### src/hdl/platform_interrupt_controller_core_defines.svh
// assertion macros for the interrupt controller core
// the clk and rst_n names of the including module are used
// active only in simulation, empty bodies for synthesis
`ifndef PLATFORM_INTERRUPT_CONTROLLER_CORE_DEFINES_SVH
`define PLATFORM_INTERRUPT_CONTROLLER_CORE_DEFINES_SVH

`ifndef SYNTHESIS
`define PIC_ASSERT(name, prop, msg) \
  name: assert property (@(posedge clk) disable iff (!rst_n) prop) else $error(msg);
`define PIC_ASSERT_NEVER(name, cond, msg) \
  name: assert property (@(posedge clk) disable iff (!rst_n) !(cond)) else $error(msg);
`else
`define PIC_ASSERT(name, prop, msg)
`define PIC_ASSERT_NEVER(name, cond, msg)
`endif

`endif

### src/hdl/pic_pkg.sv
// shared types and constants of the interrupt controller core
// no dependencies
`default_nettype none

package pic_pkg;

  localparam int WORD_BITS = 32;

  typedef enum logic [2:0] {
    MODE_RAISE     = 3'd0,
    MODE_WR_PRIO   = 3'd1,
    MODE_WR_ENABLE = 3'd2,
    MODE_WR_THRESH = 3'd3,
    MODE_CLAIM     = 3'd4,
    MODE_RD_PEND   = 3'd5
  } mode_t;

  typedef enum logic [1:0] {
    ST_IDLE,
    ST_SCAN,
    ST_LAST,
    ST_EMIT
  } state_t;

  typedef struct packed {
    logic [2:0]  mode;
    logic [5:0]  source;
    logic        context_req;
    logic [2:0]  priority_value;
    logic        word_index;
    logic [31:0] word_value;
  } in_item_t;

  typedef struct packed {
    logic [5:0]  claimed_id;
    logic [31:0] read_data;
  } out_item_t;

  // sequencer controls for the shared compare unit
  typedef struct packed {
    logic init;
    logic eval;
  } scan_ctrl_t;

endpackage

`default_nettype wire

### src/hdl/pic_prio_mem.sv
// source priority memory with per-entry valid bits, registered read
// no package dependencies
`default_nettype none

module pic_prio_mem #(
  parameter int DEPTH = 64,
  parameter int AW    = 6,
  parameter int DW    = 3
) (
  input  wire logic          clk,
  input  wire logic          rst_n,
  input  wire logic          we,
  input  wire logic [AW-1:0] waddr,
  input  wire logic [DW-1:0] wdata,
  input  wire logic          re,
  input  wire logic [AW-1:0] raddr,
  output logic      [DW-1:0] rdata
);

  logic [DW-1:0] mem [DEPTH];
  logic [DEPTH-1:0] vld_r;
  logic [DW-1:0] rd_mem_r;
  logic          rd_vld_r;

  always_ff @(posedge clk) begin
    if (!rst_n) begin
      vld_r <= '0;
    end else if (we) begin
      vld_r[waddr] <= 1'b1;
    end
  end

  always_ff @(posedge clk) begin
    if (we) begin
      mem[waddr] <= wdata;
    end
    if (re) begin
      rd_mem_r <= mem[raddr];
      rd_vld_r <= vld_r[raddr];
    end
  end

  // never-written entries read as zero priority
  assign rdata = rd_vld_r ? rd_mem_r : '0;

endmodule

`default_nettype wire

### src/hdl/pic_scan_unit.sv
// shared compare unit: keeps the best candidate seen during a claim scan
// uses pic_pkg::scan_ctrl_t
`default_nettype none

module pic_scan_unit #(
  parameter int IW = 6,
  parameter int PW = 3
) (
  input  wire logic               clk,
  input  wire logic               rst_n,
  input  wire pic_pkg::scan_ctrl_t ctrl,
  input  wire logic               cand_qual,
  input  wire logic [IW-1:0]      cand_id,
  input  wire logic [PW-1:0]      cand_prio,
  input  wire logic [PW-1:0]      threshold,
  output logic      [IW-1:0]      best_id
);

  logic [IW-1:0] best_id_r, best_id_nxt;
  logic [PW-1:0] best_prio_r, best_prio_nxt;

  always_comb begin
    best_id_nxt   = best_id_r;
    best_prio_nxt = best_prio_r;
    if (ctrl.init) begin
      best_id_nxt   = '0;
      best_prio_nxt = '0;
    end else if (ctrl.eval && cand_qual && (cand_prio > threshold) &&
                 (cand_prio > best_prio_r)) begin
      // strict compare keeps the lowest id on ties
      best_id_nxt   = cand_id;
      best_prio_nxt = cand_prio;
    end
  end

  always_ff @(posedge clk) begin
    if (!rst_n) begin
      best_id_r   <= '0;
      best_prio_r <= '0;
    end else begin
      best_id_r   <= best_id_nxt;
      best_prio_r <= best_prio_nxt;
    end
  end

  assign best_id = best_id_r;

endmodule

`default_nettype wire

### src/hdl/platform_interrupt_controller_core.sv
// platform-level interrupt controller core: sequencer, pending and enable state
// uses pic_pkg, pic_prio_mem, pic_scan_unit and the assertion macro header
//
// A transaction is accepted when start is high and busy is low. Raise, priority
// write, enable write, threshold write and pending read finish at once: the
// result strobes out_valid in the next cycle and busy stays low, so one such
// transaction can be taken every cycle. A claim for a present context walks
// the sources one per cycle through the single compare unit, reading one
// priority memory entry a cycle: busy is high while the scan runs and the
// result shows in the cycle busy drops, so no new transaction is taken until
// the claim is done. The result is shown for exactly one cycle; the receiver
// must take it then. Every result carries claimed_id (zero unless a claim
// found a winner) and read_data (zero unless a pending read).
`default_nettype none

`include "platform_interrupt_controller_core_defines.svh"

module platform_interrupt_controller_core #(
  parameter int NUM_SOURCES   = 64,
  parameter int NUM_CONTEXTS  = 2,
  parameter int PRIORITY_BITS = 3
) (
  input  wire logic                clk,
  input  wire logic                rst_n,
  input  wire logic                start,
  output logic                     busy,
  input  wire pic_pkg::in_item_t   in_data,
  output logic                     out_valid,
  output pic_pkg::out_item_t       out_data
);

  localparam int IW    = $clog2(NUM_SOURCES);
  localparam int WORDS = (NUM_SOURCES + pic_pkg::WORD_BITS - 1) / pic_pkg::WORD_BITS;
  localparam int PAD   = WORDS * pic_pkg::WORD_BITS;
  localparam int PIW   = $clog2(PAD);
  localparam int CW    = (NUM_CONTEXTS > 1) ? $clog2(NUM_CONTEXTS) : 1;
  localparam int PW    = PRIORITY_BITS;

  // control state
  pic_pkg::state_t state_r, state_nxt;
  logic [IW-1:0]   cnt_r, cnt_nxt;
  logic            out_valid_r, out_valid_nxt;
  logic [PAD-1:0]  pend_r, pend_nxt;
  logic [PAD-1:0]  en_r [NUM_CONTEXTS];
  logic [PAD-1:0]  en_nxt [NUM_CONTEXTS];
  logic [PW-1:0]   thr_r [NUM_CONTEXTS];
  logic [PW-1:0]   thr_nxt [NUM_CONTEXTS];

  // payload state
  logic [CW-1:0]       ctx_r, ctx_nxt;
  logic                stg_vld_r, stg_vld_nxt;
  logic                stg_qual_r, stg_qual_nxt;
  logic [IW-1:0]       stg_id_r, stg_id_nxt;
  pic_pkg::out_item_t  out_data_r, out_data_nxt;

  // decoded transaction fields
  logic          accept;
  logic          src_ok, ctx_ok, widx_ok;
  logic [IW+5:0] src_ax;
  logic [PIW+5:0] src_px;
  logic [IW-1:0] src_addr;
  logic [PIW-1:0] src_bit;
  logic [CW:0]   ctx_x;
  logic [CW-1:0] ctx_i;
  logic [PW+2:0] pval_x;
  logic [PW-1:0] pval;
  logic [31:0]   rd_word;

  // shared unit and memory hookup
  pic_pkg::scan_ctrl_t scan_ctrl;
  logic          pm_we, pm_re;
  logic [PW-1:0] pm_rdata;
  logic [IW-1:0] best_id;
  logic [IW+5:0] best_x;

  assign accept   = start && !busy;
  assign src_ok   = (in_data.source != 6'd0) && (32'(in_data.source) < NUM_SOURCES);
  assign ctx_ok   = 32'(in_data.context_req) < NUM_CONTEXTS;
  assign widx_ok  = 32'(in_data.word_index) < WORDS;
  assign src_ax   = {IW'(0), in_data.source};
  assign src_addr = src_ax[IW-1:0];
  assign src_px   = {PIW'(0), in_data.source};
  assign src_bit  = src_px[PIW-1:0];
  assign ctx_x    = {CW'(0), in_data.context_req};
  assign ctx_i    = ctx_x[CW-1:0];
  // priority and threshold keep their low PRIORITY_BITS bits
  assign pval_x   = {PW'(0), in_data.priority_value};
  assign pval     = pval_x[PW-1:0];
  assign best_x   = {6'd0, best_id};

  // pending word for a read
  always_comb begin
    rd_word = '0;
    for (int w = 0; w < WORDS; w++) begin
      if (widx_ok && (32'(in_data.word_index) == w)) begin
        rd_word = pend_r[w*pic_pkg::WORD_BITS +: pic_pkg::WORD_BITS];
      end
    end
  end

  // sequencer: next state and outputs
  always_comb begin
    state_nxt     = state_r;
    cnt_nxt       = cnt_r;
    ctx_nxt       = ctx_r;
    pend_nxt      = pend_r;
    en_nxt        = en_r;
    thr_nxt       = thr_r;
    out_valid_nxt = 1'b0;
    out_data_nxt  = '0;
    stg_vld_nxt   = 1'b0;
    stg_qual_nxt  = 1'b0;
    stg_id_nxt    = cnt_r;
    pm_we         = 1'b0;
    pm_re         = 1'b0;
    scan_ctrl     = '0;
    scan_ctrl.eval = stg_vld_r;

    unique case (state_r)
      pic_pkg::ST_IDLE: begin
        if (accept) begin
          out_valid_nxt = 1'b1;
          unique case (pic_pkg::mode_t'(in_data.mode))
            pic_pkg::MODE_RAISE: begin
              if (src_ok) begin
                pend_nxt[src_bit] = 1'b1;
              end
            end
            pic_pkg::MODE_WR_PRIO: begin
              pm_we = src_ok;
            end
            pic_pkg::MODE_WR_ENABLE: begin
              for (int c = 0; c < NUM_CONTEXTS; c++) begin
                for (int w = 0; w < WORDS; w++) begin
                  if (ctx_ok && widx_ok && (32'(ctx_i) == c) &&
                      (32'(in_data.word_index) == w)) begin
                    en_nxt[c][w*pic_pkg::WORD_BITS +: pic_pkg::WORD_BITS] =
                      in_data.word_value;
                  end
                end
              end
            end
            pic_pkg::MODE_WR_THRESH: begin
              if (ctx_ok) begin
                thr_nxt[ctx_i] = pval;
              end
            end
            pic_pkg::MODE_CLAIM: begin
              // a claim for a missing context answers zero at once
              if (ctx_ok) begin
                out_valid_nxt  = 1'b0;
                state_nxt      = pic_pkg::ST_SCAN;
                cnt_nxt        = IW'(1);
                ctx_nxt        = ctx_i;
                scan_ctrl.init = 1'b1;
              end
            end
            pic_pkg::MODE_RD_PEND: begin
              out_data_nxt.read_data = rd_word;
            end
            default: begin
            end
          endcase
        end
      end
      pic_pkg::ST_SCAN: begin
        // issue one source per cycle, its priority is registered and arrives in the next cycle
        pm_re        = 1'b1;
        stg_vld_nxt  = 1'b1;
        stg_qual_nxt = pend_r[PIW'(cnt_r)] & en_r[ctx_r][PIW'(cnt_r)];
        if (cnt_r == IW'(NUM_SOURCES - 1)) begin
          state_nxt = pic_pkg::ST_LAST;
        end else begin
          cnt_nxt = cnt_r + IW'(1);
        end
      end
      pic_pkg::ST_LAST: begin
        // last candidate is evaluated in this cycle
        state_nxt = pic_pkg::ST_EMIT;
      end
      pic_pkg::ST_EMIT: begin
        if (best_id != '0) begin
          pend_nxt[PIW'(best_id)] = 1'b0;
        end
        out_valid_nxt           = 1'b1;
        out_data_nxt.claimed_id = best_x[5:0];
        state_nxt               = pic_pkg::ST_IDLE;
      end
      default: begin
        state_nxt = pic_pkg::ST_IDLE;
      end
    endcase
  end

  always_ff @(posedge clk) begin
    if (!rst_n) begin
      state_r     <= pic_pkg::ST_IDLE;
      cnt_r       <= '0;
      out_valid_r <= 1'b0;
      pend_r      <= '0;
      for (int c = 0; c < NUM_CONTEXTS; c++) begin
        en_r[c]  <= '0;
        thr_r[c] <= '0;
      end
    end else begin
      state_r     <= state_nxt;
      cnt_r       <= cnt_nxt;
      out_valid_r <= out_valid_nxt;
      pend_r      <= pend_nxt;
      en_r        <= en_nxt;
      thr_r       <= thr_nxt;
    end
  end

  always_ff @(posedge clk) begin
    ctx_r      <= ctx_nxt;
    stg_vld_r  <= stg_vld_nxt;
    stg_qual_r <= stg_qual_nxt;
    stg_id_r   <= stg_id_nxt;
    out_data_r <= out_data_nxt;
  end

  pic_prio_mem #(
    .DEPTH (NUM_SOURCES),
    .AW    (IW),
    .DW    (PW)
  ) u_prio_mem (
    .clk   (clk),
    .rst_n (rst_n),
    .we    (pm_we),
    .waddr (src_addr),
    .wdata (pval),
    .re    (pm_re),
    .raddr (cnt_r),
    .rdata (pm_rdata)
  );

  pic_scan_unit #(
    .IW (IW),
    .PW (PW)
  ) u_scan_unit (
    .clk       (clk),
    .rst_n     (rst_n),
    .ctrl      (scan_ctrl),
    .cand_qual (stg_qual_r),
    .cand_id   (stg_id_r),
    .cand_prio (pm_rdata),
    .threshold (thr_r[ctx_r]),
    .best_id   (best_id)
  );

  assign busy      = (state_r != pic_pkg::ST_IDLE);
  assign out_valid = out_valid_r;
  assign out_data  = out_data_r;

  // emit state always produces exactly one result strobe
  `PIC_ASSERT(a_emit_strobes, (state_r == pic_pkg::ST_EMIT) |=> (out_valid && !busy), "claim result missing after emit")
  // no result may appear while a scan is running
  `PIC_ASSERT_NEVER(a_quiet_scan, (state_r == pic_pkg::ST_SCAN) && out_valid, "result strobe during claim scan")
  // reserved source zero is never pending
  `PIC_ASSERT_NEVER(a_src0_idle, pend_r[0], "source zero marked pending")
  // a claim for a present context holds off further transactions
  `PIC_ASSERT(a_claim_busy, (accept && (in_data.mode == pic_pkg::MODE_CLAIM) && ctx_ok) |=> (busy && !out_valid), "claim did not start a scan")

endmodule

`default_nettype wire
### config.mk
export PLATFORM = sky130hd
export DESIGN_NAME = platform_interrupt_controller_core
export DESIGN_NICKNAME = d
export VERILOG_FILES = /design/src/hdl/pic_pkg.sv /design/src/hdl/pic_prio_mem.sv /design/src/hdl/pic_scan_unit.sv /design/src/hdl/platform_interrupt_controller_core.sv
export VERILOG_INCLUDE_DIRS = /design/src /design/src/hdl
export SDC_FILE = /design/constraint.sdc
export NUM_CORES = 1
export LEC_CHECK = 0
export BUFFER_PORTS_ARGS = -buffer_cell sky130_fd_sc_hd__buf_2
export CORE_ASPECT_RATIO = 1.2
export CORE_MARGIN = 5
export CORE_UTILIZATION = 43
export CTS_BUF_LIST = sky130_fd_sc_hd__clkbuf_4 sky130_fd_sc_hd__clkbuf_8 sky130_fd_sc_hd__clkbuf_16
export DETAILED_ROUTE_END_ITERATION = 6
export PLACE_DENSITY = 0.61
export SLEW_MARGIN = 40
export SYNTH_ARGS = -nofsm -noshare
export SYNTH_HDL_FRONTEND = slang
export SYNTH_SLANG_ARGS = --single-unit
### constraint.sdc
create_clock -name clk -period 3.3 [get_ports clk]
set_input_delay 0.825 -clock clk [delete_from_list [all_inputs] [get_ports clk]]
set_output_delay 0.825 -clock clk [all_outputs]
set_load 0.02 [all_outputs]
==> run summary, run 1 <==
Mapped cell area: 22010 sq um. The number of clock sinks is 523. The number of primary I/O pins is 89. The flow ran to the end, and the final reports show no timing, DRC or antenna violations. Data arrives at the worst endpoint at 3.04 ns. At the end of the flow, the number of nets in the layout was 2005. The pre-CTS setup slack is 0.05870 ns, and the highest clock rate is 0.3663 GHz. The first global-routing pass estimated 90.92 mm of wire.

For this run, the detailed router's first-pass iteration total came to 5. The number of gates resized after CTS was 0. The wire-length estimate of the detail-placed layout is 39.66 mm.

In this run, distinct cell masters in the synthesized netlist total 63. The count of buffers added by post-CTS timing repair for setup came out at 0. The tools report the count of pins over their slew limit as 0. The H-tree was split into 2 levels.

The filler cells instantiated in the layout total 4495. Between clock sinks in the finished design, the worst skew comes to 0.01325 ns. In this run the worst path has a maximum fanout of 27. After synthesis, the share of flip-flops with an asynchronous set or reset is 0%. In the final layout, the share of cells above drive strength 1 is 20.41%. Dividing the detail-routed via count by the number of cells gives 5.748. The final sum of negative setup slack was 0 ns; the number of port buffers was 88. The cell internal power dissipation was 11.09 mW. Endpoint required time on the critical path: 3.61 ns.

Standard cell with the maximum stage delay on the critical path: dfxtp_4. Across the VDD grid, the largest voltage drop is 0.0004633 V. Number of antenna violations at the first check in global routing: 8. A synthesized cell averages 11.68 sq um. Counting along the longest clock path gives a buffer depth of 3. In this run, CTS created clock tree buffers numbering 52. Of the total power, registers draw 47.4%. TritonCTS built the clock tree.

The tools report the hold buffer count at CTS as 0. Setup violations remaining at the end of the flow were counted as 0. The core region is 50450 sq um.

The switching fraction of total power is 23.20%, and the pin count of the biggest net entering global routing is 87. For the worst-skew pair, the clock arrives at the later sink with an insertion delay of 0.59 ns. The run gives 43.0% as the proportion of power drawn by the clock network. The number of instances on the worst hold path came out at 2. The height of the die is 257.9 um, and the number of standard-cell rows in the floorplan is 90. The type of the worst min-delay path was reg2reg. The total global routing overflow was 0. The worst setup path is launched from a register. The final critical-path setup slack was 0.5700 ns. The depth of the worst register-to-register path was 5; the global router's overall resource usage was 20.89%. Setup repair after global routing left no endpoint under its margin.

The remaining number of nets flagged by the antenna check after routing came out at 0. The synthesized design contains 197 enable-type register cells. The mean routed wirelength per cell works out to 22.50 um.

The count of routing violations after the opening detailed-route iteration came out at 1271. Register bit count reported by yosys: 523. The detailed router placed 15.18k vias in this run. The transition time of the tightest slew-check pin works out to 0.7852 ns.

The gate count after technology mapping is 1885, and the count of yosys warnings during synthesis is 0. The layout overhead on the synthesized area works out to 13.73%. Total length of routed wires: 59.42 mm.

Of the total power, combinational logic draws 9.5%. The power density of the placed cells works out to 576.6 nW/um^2. Across the run, the number of max-cap violations was 0. Sequential cells were found to cover 56.52% of the synthesized design area.

The worst setup path is captured at a register. The start-to-end type of the worst setup path was reg2reg. Die outline width: 216.5 um.

The tools report the weighted congestion reported at the end of routability-driven placement as 0.8823. In this run the static leakage power is 8.575 nW. The smallest clock period supported by the final layout is computed as 2.730 ns. The initial utilization of the core area, before any placement, comes to 43.63%. On the worst path, the slowest cell contributes a delay of 0.71 ns.

The number of hold violations in the final report was 0. Area of the die: 55830 sq um. Clock-pin slew was measured on the worst setup and hold paths at 0.06 ns. Main flop type after synthesis: dfxtp_1. Measured against its own limit, the worst slew margin works out to 47.46%. The share of the clock period used by the worst path is 82.73%, and the number of DRC violations after detailed routing is 0.

Traced cell by cell, the critical path runs through buf_4 -> mux4_2 -> a22o_1 -> a221oi_1 -> o221ai_1. In this run the power spent charging and discharging nets is 3.349 mW. The run gives 15.12k as the via count of the first global-routing pass.

The library cell used as clock root buffer is clkbuf_16.
-- worst max-delay path, delay by kind of cell, from the launching register on --
family / cells / cell delay, ns
AO/OA/AOI/OAI: 3 / 0.78
buffers and inverters: 1 / 0.36
flip-flops: 1 / 0.71
multiplexers: 1 / 0.57
-- cell usage in the layout (no fill, tap or decap), types with 8 or more instances in the layout --
cell and n:
clkbuf_16 54, a21boi_0 127, ha_1 9, a221oi_1 13, nand4_1 9, nand3_1 27
o21ai_0 8, a31oi_1 10, a22oi_1 26, inv_1 15, nand3b_1 8, diode_2 8
o21a_1 66, clkbuf_4 10, edfxtp_1 197, nor2_1 180, nor2b_1 15, nand2b_1 16
clkinv_2 8, buf_2 87, clkbuf_8 16, mux4_2 83, and2_1 13, dfxtp_1 323
a22o_1 8, o221a_2 47, buf_4 52, mux2_2 9, nand2_1 308, o21ai_1 8
a21oi_1 12, mux2i_1 111
-- routing by layer --
layer | part of all wire (%) | track usage (%)
met5 | 0.022 | 0
met1 | 41 | 26.52
met2 | 50 | 35.87
met3 | 6.1 | 4.100
met4 | 3.0 | 7.104
-- cell families after synthesis --
| group | synth area share, % |
|---|---|
| flops | 56.52 |
| xor+xnor | 0.07959 |
| buf+inv | 3.189 |
| other cells | 0.01704 |
| compound gates | 13.07 |
| fa+ha+maj | 0.6025 |
| simple gates | 12.52 |
| mux | 14.00 |
-- power by group through the flow --
stage | logic [mW] | registers [mW] | clock network [mW]
2_1_floorplan | 1.00 | 6.92 | 0
3_3_place_gp | 1.36 | 6.98 | 0
3_5_place_dp | 1.38 | 6.99 | 0
4_1_cts | 1.39 | 6.85 | 6.34
5_1_grt | 1.48 | 6.86 | 6.61
6_report | 1.37 | 6.85 | 6.21
-- layout make-up --
| type | instances | area [sq um] | area share, % |
|---|---|---|---|
| clock inverters | 16 | 188.9 | 0.7547 |
| inverters | 15 | 56.30 | 0.2249 |
| clock buffers | 80 | 1647 | 6.577 |
| multi-input cells | 1209 | 8909 | 35.59 |
| well taps | 644 | 805.8 | 3.219 |
| repair buffers | 146 | 957.2 | 3.823 |
| diodes | 8 | 20.02 | 0.07997 |
| flip-flops and latches | 523 | 12450 | 49.74 |
-- stage by stage --
step | utilization, % | hold slack, ns | instance area [sq um] | total power [mW] | cells
floorplan | - | 0.3500 | 22020 | 7.918 | 1887
global placement | 45.93 | 0.4409 | 23170 | 8.349 | 2537
detailed placement | 45.94 | 0.4441 | 23180 | 8.373 | 2537
CTS | 49.58 | 0.4543 | 25010 | 14.58 | 2633
global route | 49.60 | 0.4750 | 25020 | 14.94 | 2637
finish | 49.62 | 0.4563 | 25030 | 14.44 | 2641
-- registers in the layout (all words and copies together), names as in the netlist, 2 cells and up --
name and flops:
stg_id_r 6, u_prio_mem.rd_mem_r 3, u_prio_mem.mem 192, u_scan_unit.best_id 6
out_data 38, pend_r 64, u_scan_unit.best_prio_r 3, state_r 2
en_r 128, thr_r 6, cnt_r 6, u_prio_mem.vld_r 64
-- synth_stat cells (3+ instances only) --
cell,count,share of area (%)
a211oi_1,6,0.20
a21boi_0,127,4.3
a21boi_1,7,0.24
a21oi_1,12,0.27
a221oi_1,13,0.52
a22o_1,8,0.32
a22oi_1,26,0.89
a31oi_1,10,0.28
and2_1,14,0.40
and3_1,5,0.14
buf_1,6,0.10
buf_2,21,0.48
buf_4,17,0.58
buf_6,4,0.20
clkbuf_1,92,1.6
dfxtp_1,326,30
edfxtp_1,197,27
ha_1,9,0.51
inv_1,15,0.26
mux2_2,9,0.46
mux2i_1,111,5.0
mux4_2,83,8.5
nand2_1,308,5.3
nand2b_1,16,0.45
nand3_1,27,0.61
nand3b_1,8,0.27
nand4_1,9,0.26
nand4b_1,3,0.12
nor2_1,183,3.1
nor2b_1,16,0.45
nor3_1,9,0.20
nor3_2,3,0.14
nor4_1,3,0.085
o211ai_1,4,0.14
o21a_1,66,2.3
o21ai_0,8,0.18
o21ai_1,8,0.18
o221a_1,3,0.15
o221a_2,47,2.4
o221ai_1,5,0.20
o22ai_1,3,0.085
or3_1,7,0.20
or3b_2,5,0.20
-- final timing paths --
check	startpoint	to	slack, ns
max reg2reg	cnt_r[0]	u_prio_mem.rd_mem_r[0]	0.57
max	cnt_r[0]	u_prio_mem.rd_mem_r[0]	0.57
min reg2reg	en_r[69]	en_r[69]	0.46
min	en_r[69]	en_r[69]	0.46
(Power assumes the default switching activity.)
==> inputs of run 2 (changes only) <==
==> constraint.sdc (replaced) <==
create_clock -name clk -period 2.55 [get_ports clk]
set_input_delay 0.6375 -clock clk [delete_from_list [all_inputs] [get_ports clk]]
set_output_delay 0.6375 -clock clk [all_outputs]
set_load 0.02 [all_outputs]
==> run 2 against run 1 <==
Non-clock buffer count is 54 higher. Routed wire length is 0.86% higher. First-iteration DRC count is 1.6% lower. Die area stayed put.
==> run summary, run 2 (synthesis results as in run 1) <==
The flow ran to the end, and the final reports show no timing, DRC or antenna violations. The tools report the library cell used as clock root buffer as clkbuf_16 (unchanged). The average via count per standard cell was 5.707 (was 5.748). The delay of the slowest cell on the worst path is 0.35 ns (was 0.71 ns). The start-to-end type of the worst setup path is reg2out (was reg2reg). The transition time of the tightest slew-check pin came out at 0.8315 ns (was 0.7852 ns).

The tools report the number of DRC violations after detailed routing as 0 (unchanged). The run gives 59.93 mm (was 59.42 mm) as the total length of routed wires. Standard cell with the maximum stage delay on the critical path: dfxtp_2 (was dfxtp_4).

The end point of the critical path is busy (was u_prio_mem.rd_mem_r[0]). The peak supply drop came out at 0.0004821 V (was 0.0004633 V). The run gives 5 (unchanged) as the number of detailed-route iterations in the first pass. The count of pins over their slew limit is 0 (unchanged), and the weighted congestion reported at the end of routability-driven placement is 0.8796 (was 0.8823).

Most used cells in the layout excluding fill and tap cells: dfxtp_1, nand2_1, edfxtp_1 (unchanged). For the count of vias placed by the detailed router, the log shows 15.36k (was 15.18k). The worst endpoint data arrival time is 1.81 ns (was 3.04 ns), and the number of clock sinks is 523 (unchanged).

The worst-case clock buffer depth is 3 (unchanged), and the layout overhead on the synthesized area is 16.14% (was 13.73%). The tools report the global-route wire length before repair as 92.92 mm (was 90.92 mm). Maximum fanout encountered on the critical timing path: 7 (was 27). The die outline width was 216.5 um (unchanged).

The share of the clock period used by the worst path works out to 95.93%. The type of the worst min-delay path was in2reg (was reg2reg). The run gives 53 (was 52) as the total clock buffers created by CTS. The leakage power total is 8.870 nW (was 8.575 nW), and the number of flip-flops under the largest register name is 192 (unchanged). TritonCTS built the clock tree. The power density of the placed cells is 717.4 nW/um^2 (was 576.6 nW/um^2), and the count of buffers added by post-CTS timing repair for setup is 0 (unchanged). The number of port buffers was 88 (unchanged).

The logs give 21.12% (was 20.89%) for the global router's overall resource usage and 4469 (was 4495) for the count of filler cells inserted in the layout. The depth of the worst register-to-register path is 7 (was 5), and the maximum level of the CTS H-tree is 2 (unchanged). The end of the worst register-to-register path is stg_qual_r (was u_prio_mem.rd_mem_r[0]).

The post-route total power was 18.34 mW (was 14.44 mW). The number of resized instances in the post-cts repair step was 0 (unchanged); the area of the die was 55830 sq um (unchanged). The detailed placer's ending HPWL is 40.94 mm (was 39.66 mm). Clock transition at the register clock pins on the worst setup and hold paths after CTS: 0.06 ns (about the same). The register with the most flip-flops was u_prio_mem.mem (unchanged). The launching element type of the critical path was a register (unchanged). The leading cell type in the layout, fill and taps excluded was dfxtp_1 (unchanged). The number of primary I/O pins is 89 (unchanged). Count of routing violations after the opening detailed-route iteration: 1251 (was 1271). The origin of the worst setup path was state_r[0] (was cnt_r[0]).

The total global routing overflow is 0 (unchanged), and the minimum period implied by the final worst setup slack is 2.446 ns. The height of the die was 257.9 um (unchanged). The highest clock rate came out at 0.4088 GHz. The source of the worst register-to-register timing path was cnt_r[0] (unchanged).

Cell type with the highest occurrence count on the critical path: inv_1. CP cell instances: inv_1 -> ha_1 -> buf_4 -> inv_1 -> buf_2 (was buf_4 -> mux4_2 -> a22o_1 -> a221oi_1 -> o221ai_1). The effective utilization at floorplan is 43.63% (unchanged).

The via count of the first global-routing pass is 15.52k (was 15.12k). The logs give 0 (unchanged) for the number of hold violations in the final report and 2 (was 8) for the number of antenna violations at the first check in global routing. Fraction of final layout cells with drive strength greater than 1: 22.35% (was 20.41%).

The logs give 90 (unchanged) for the number of standard-cell rows in the floorplan and 1.91 ns (was 3.61 ns) for the endpoint required time on the critical path. The tools report the reg2reg setup slack as 0.15 ns (was 0.57 ns). Largest registers: u_prio_mem.mem x192, en_r x128 (unchanged). The clock network latency to the later pin of the worst-skew pair is 0.62 ns (was 0.59 ns), and the hold buffer count at CTS is 0 (unchanged). The pin count of the biggest net entering global routing was 67 (was 87); the core area was 50450 sq um (unchanged). The final sum of negative setup slack is 0 ns (unchanged). The number of instances on the worst hold path works out to 3 (was 2).

The mean routed wirelength per cell came out at 22.26 um (was 22.50 um). Setup repair after global routing left no endpoint under its margin. Sort of element at the end of the critical path: an output port (was a register). Total setup violations reported at the end of the flow: 0 (unchanged). The remaining number of nets flagged by the antenna check after routing was 0 (unchanged); the final net count was 2060 (was 2005). The logs give 0 (unchanged) for the max-capacitance violation count and 0.02298 ns (was 0.01325 ns) for the setup skew after layout. The headroom to the max-slew limit came out at 44.51% (was 47.46%).
==> run 2: changes by cell type in the layout (fill, tap and decap cells not counted), moves of 2 or more <==
cell	change
diode_2	-5
clkbuf_4	+10
clkinv_1	+4
clkbuf_8	-9
buf_4	+33
buf_12	+21
inv_6	-2
bufinv_16	-4
==> run 2: critical path: cells and delay by family (launching register included) <==
kind / cells / cell delay (ns)
flops: 1 / 0.35
fa+ha+maj: 1 / 0.26
buf+inv: 4 / 0.59
==> run 2: per-layer routing <==
metal | vias up | part of all wire, % | global-route usage, % | routed length (um)
met4 | 0 | 2.7 | 6.061 | 1623
met2 | 457 | 50 | 36.32 | 29670
li1 | 7103 | - | - | -
met1 | 7709 | 43 | 28.05 | 25900
met3 | 93 | 4.6 | 2.940 | 2741
met5 | - | 0 | 0 | 0
==> run 2: how the worst min path moves through the flow <==
stage / slack, ns / from / endpoint
after floorplan: 0.35 / cnt_r[3] / stg_id_r[3]
after global placement: 0.40 / cnt_r[4] / stg_id_r[4]
after detailed placement: 0.40 / cnt_r[4] / stg_id_r[4]
after CTS: 0.27 / in_data[5] / en_r[69]
after global routing: 0.28 / in_data[5] / en_r[69]
final: 0.30 / in_data[30] / en_r[94]
==> run 2: cell type report <==
type	count	area, sq um	share of cell area (%)
clock buffers	80	1573	6.152
repair buffers	200	1625	6.357
inverters	15	56.30	0.2202
clock inverters	18	140.1	0.5481
diodes	3	7.507	0.02936
flip-flops and latches	523	12450	48.71
well taps	644	805.8	3.152
multi-input cells	1209	8906	34.84
==> run 2: report_power, final <==
group	internal, mW	switching (mW)	total (mW)
clock	4.29	3.27	7.56
combinational	0.878	1.07	1.95
sequential	8.74	0.0964	8.84
==> run 2: per-stage QoR <==
step                      hold WS (ns)  area [sq um]  std cells  utilization, %  setup WS [ns]
after floorplan                 0.3500         22020       1887               -        0.05715
after global placement          0.4044         23840       2591           47.25         0.1255
after detailed placement        0.3969         23840       2591           47.25        0.08067
after CTS                       0.2650         25550       2689           50.65       0.005055
after global routing            0.2779         25560       2690           50.67       0.004762
final                           0.2975         25570       2692           50.68         0.1038
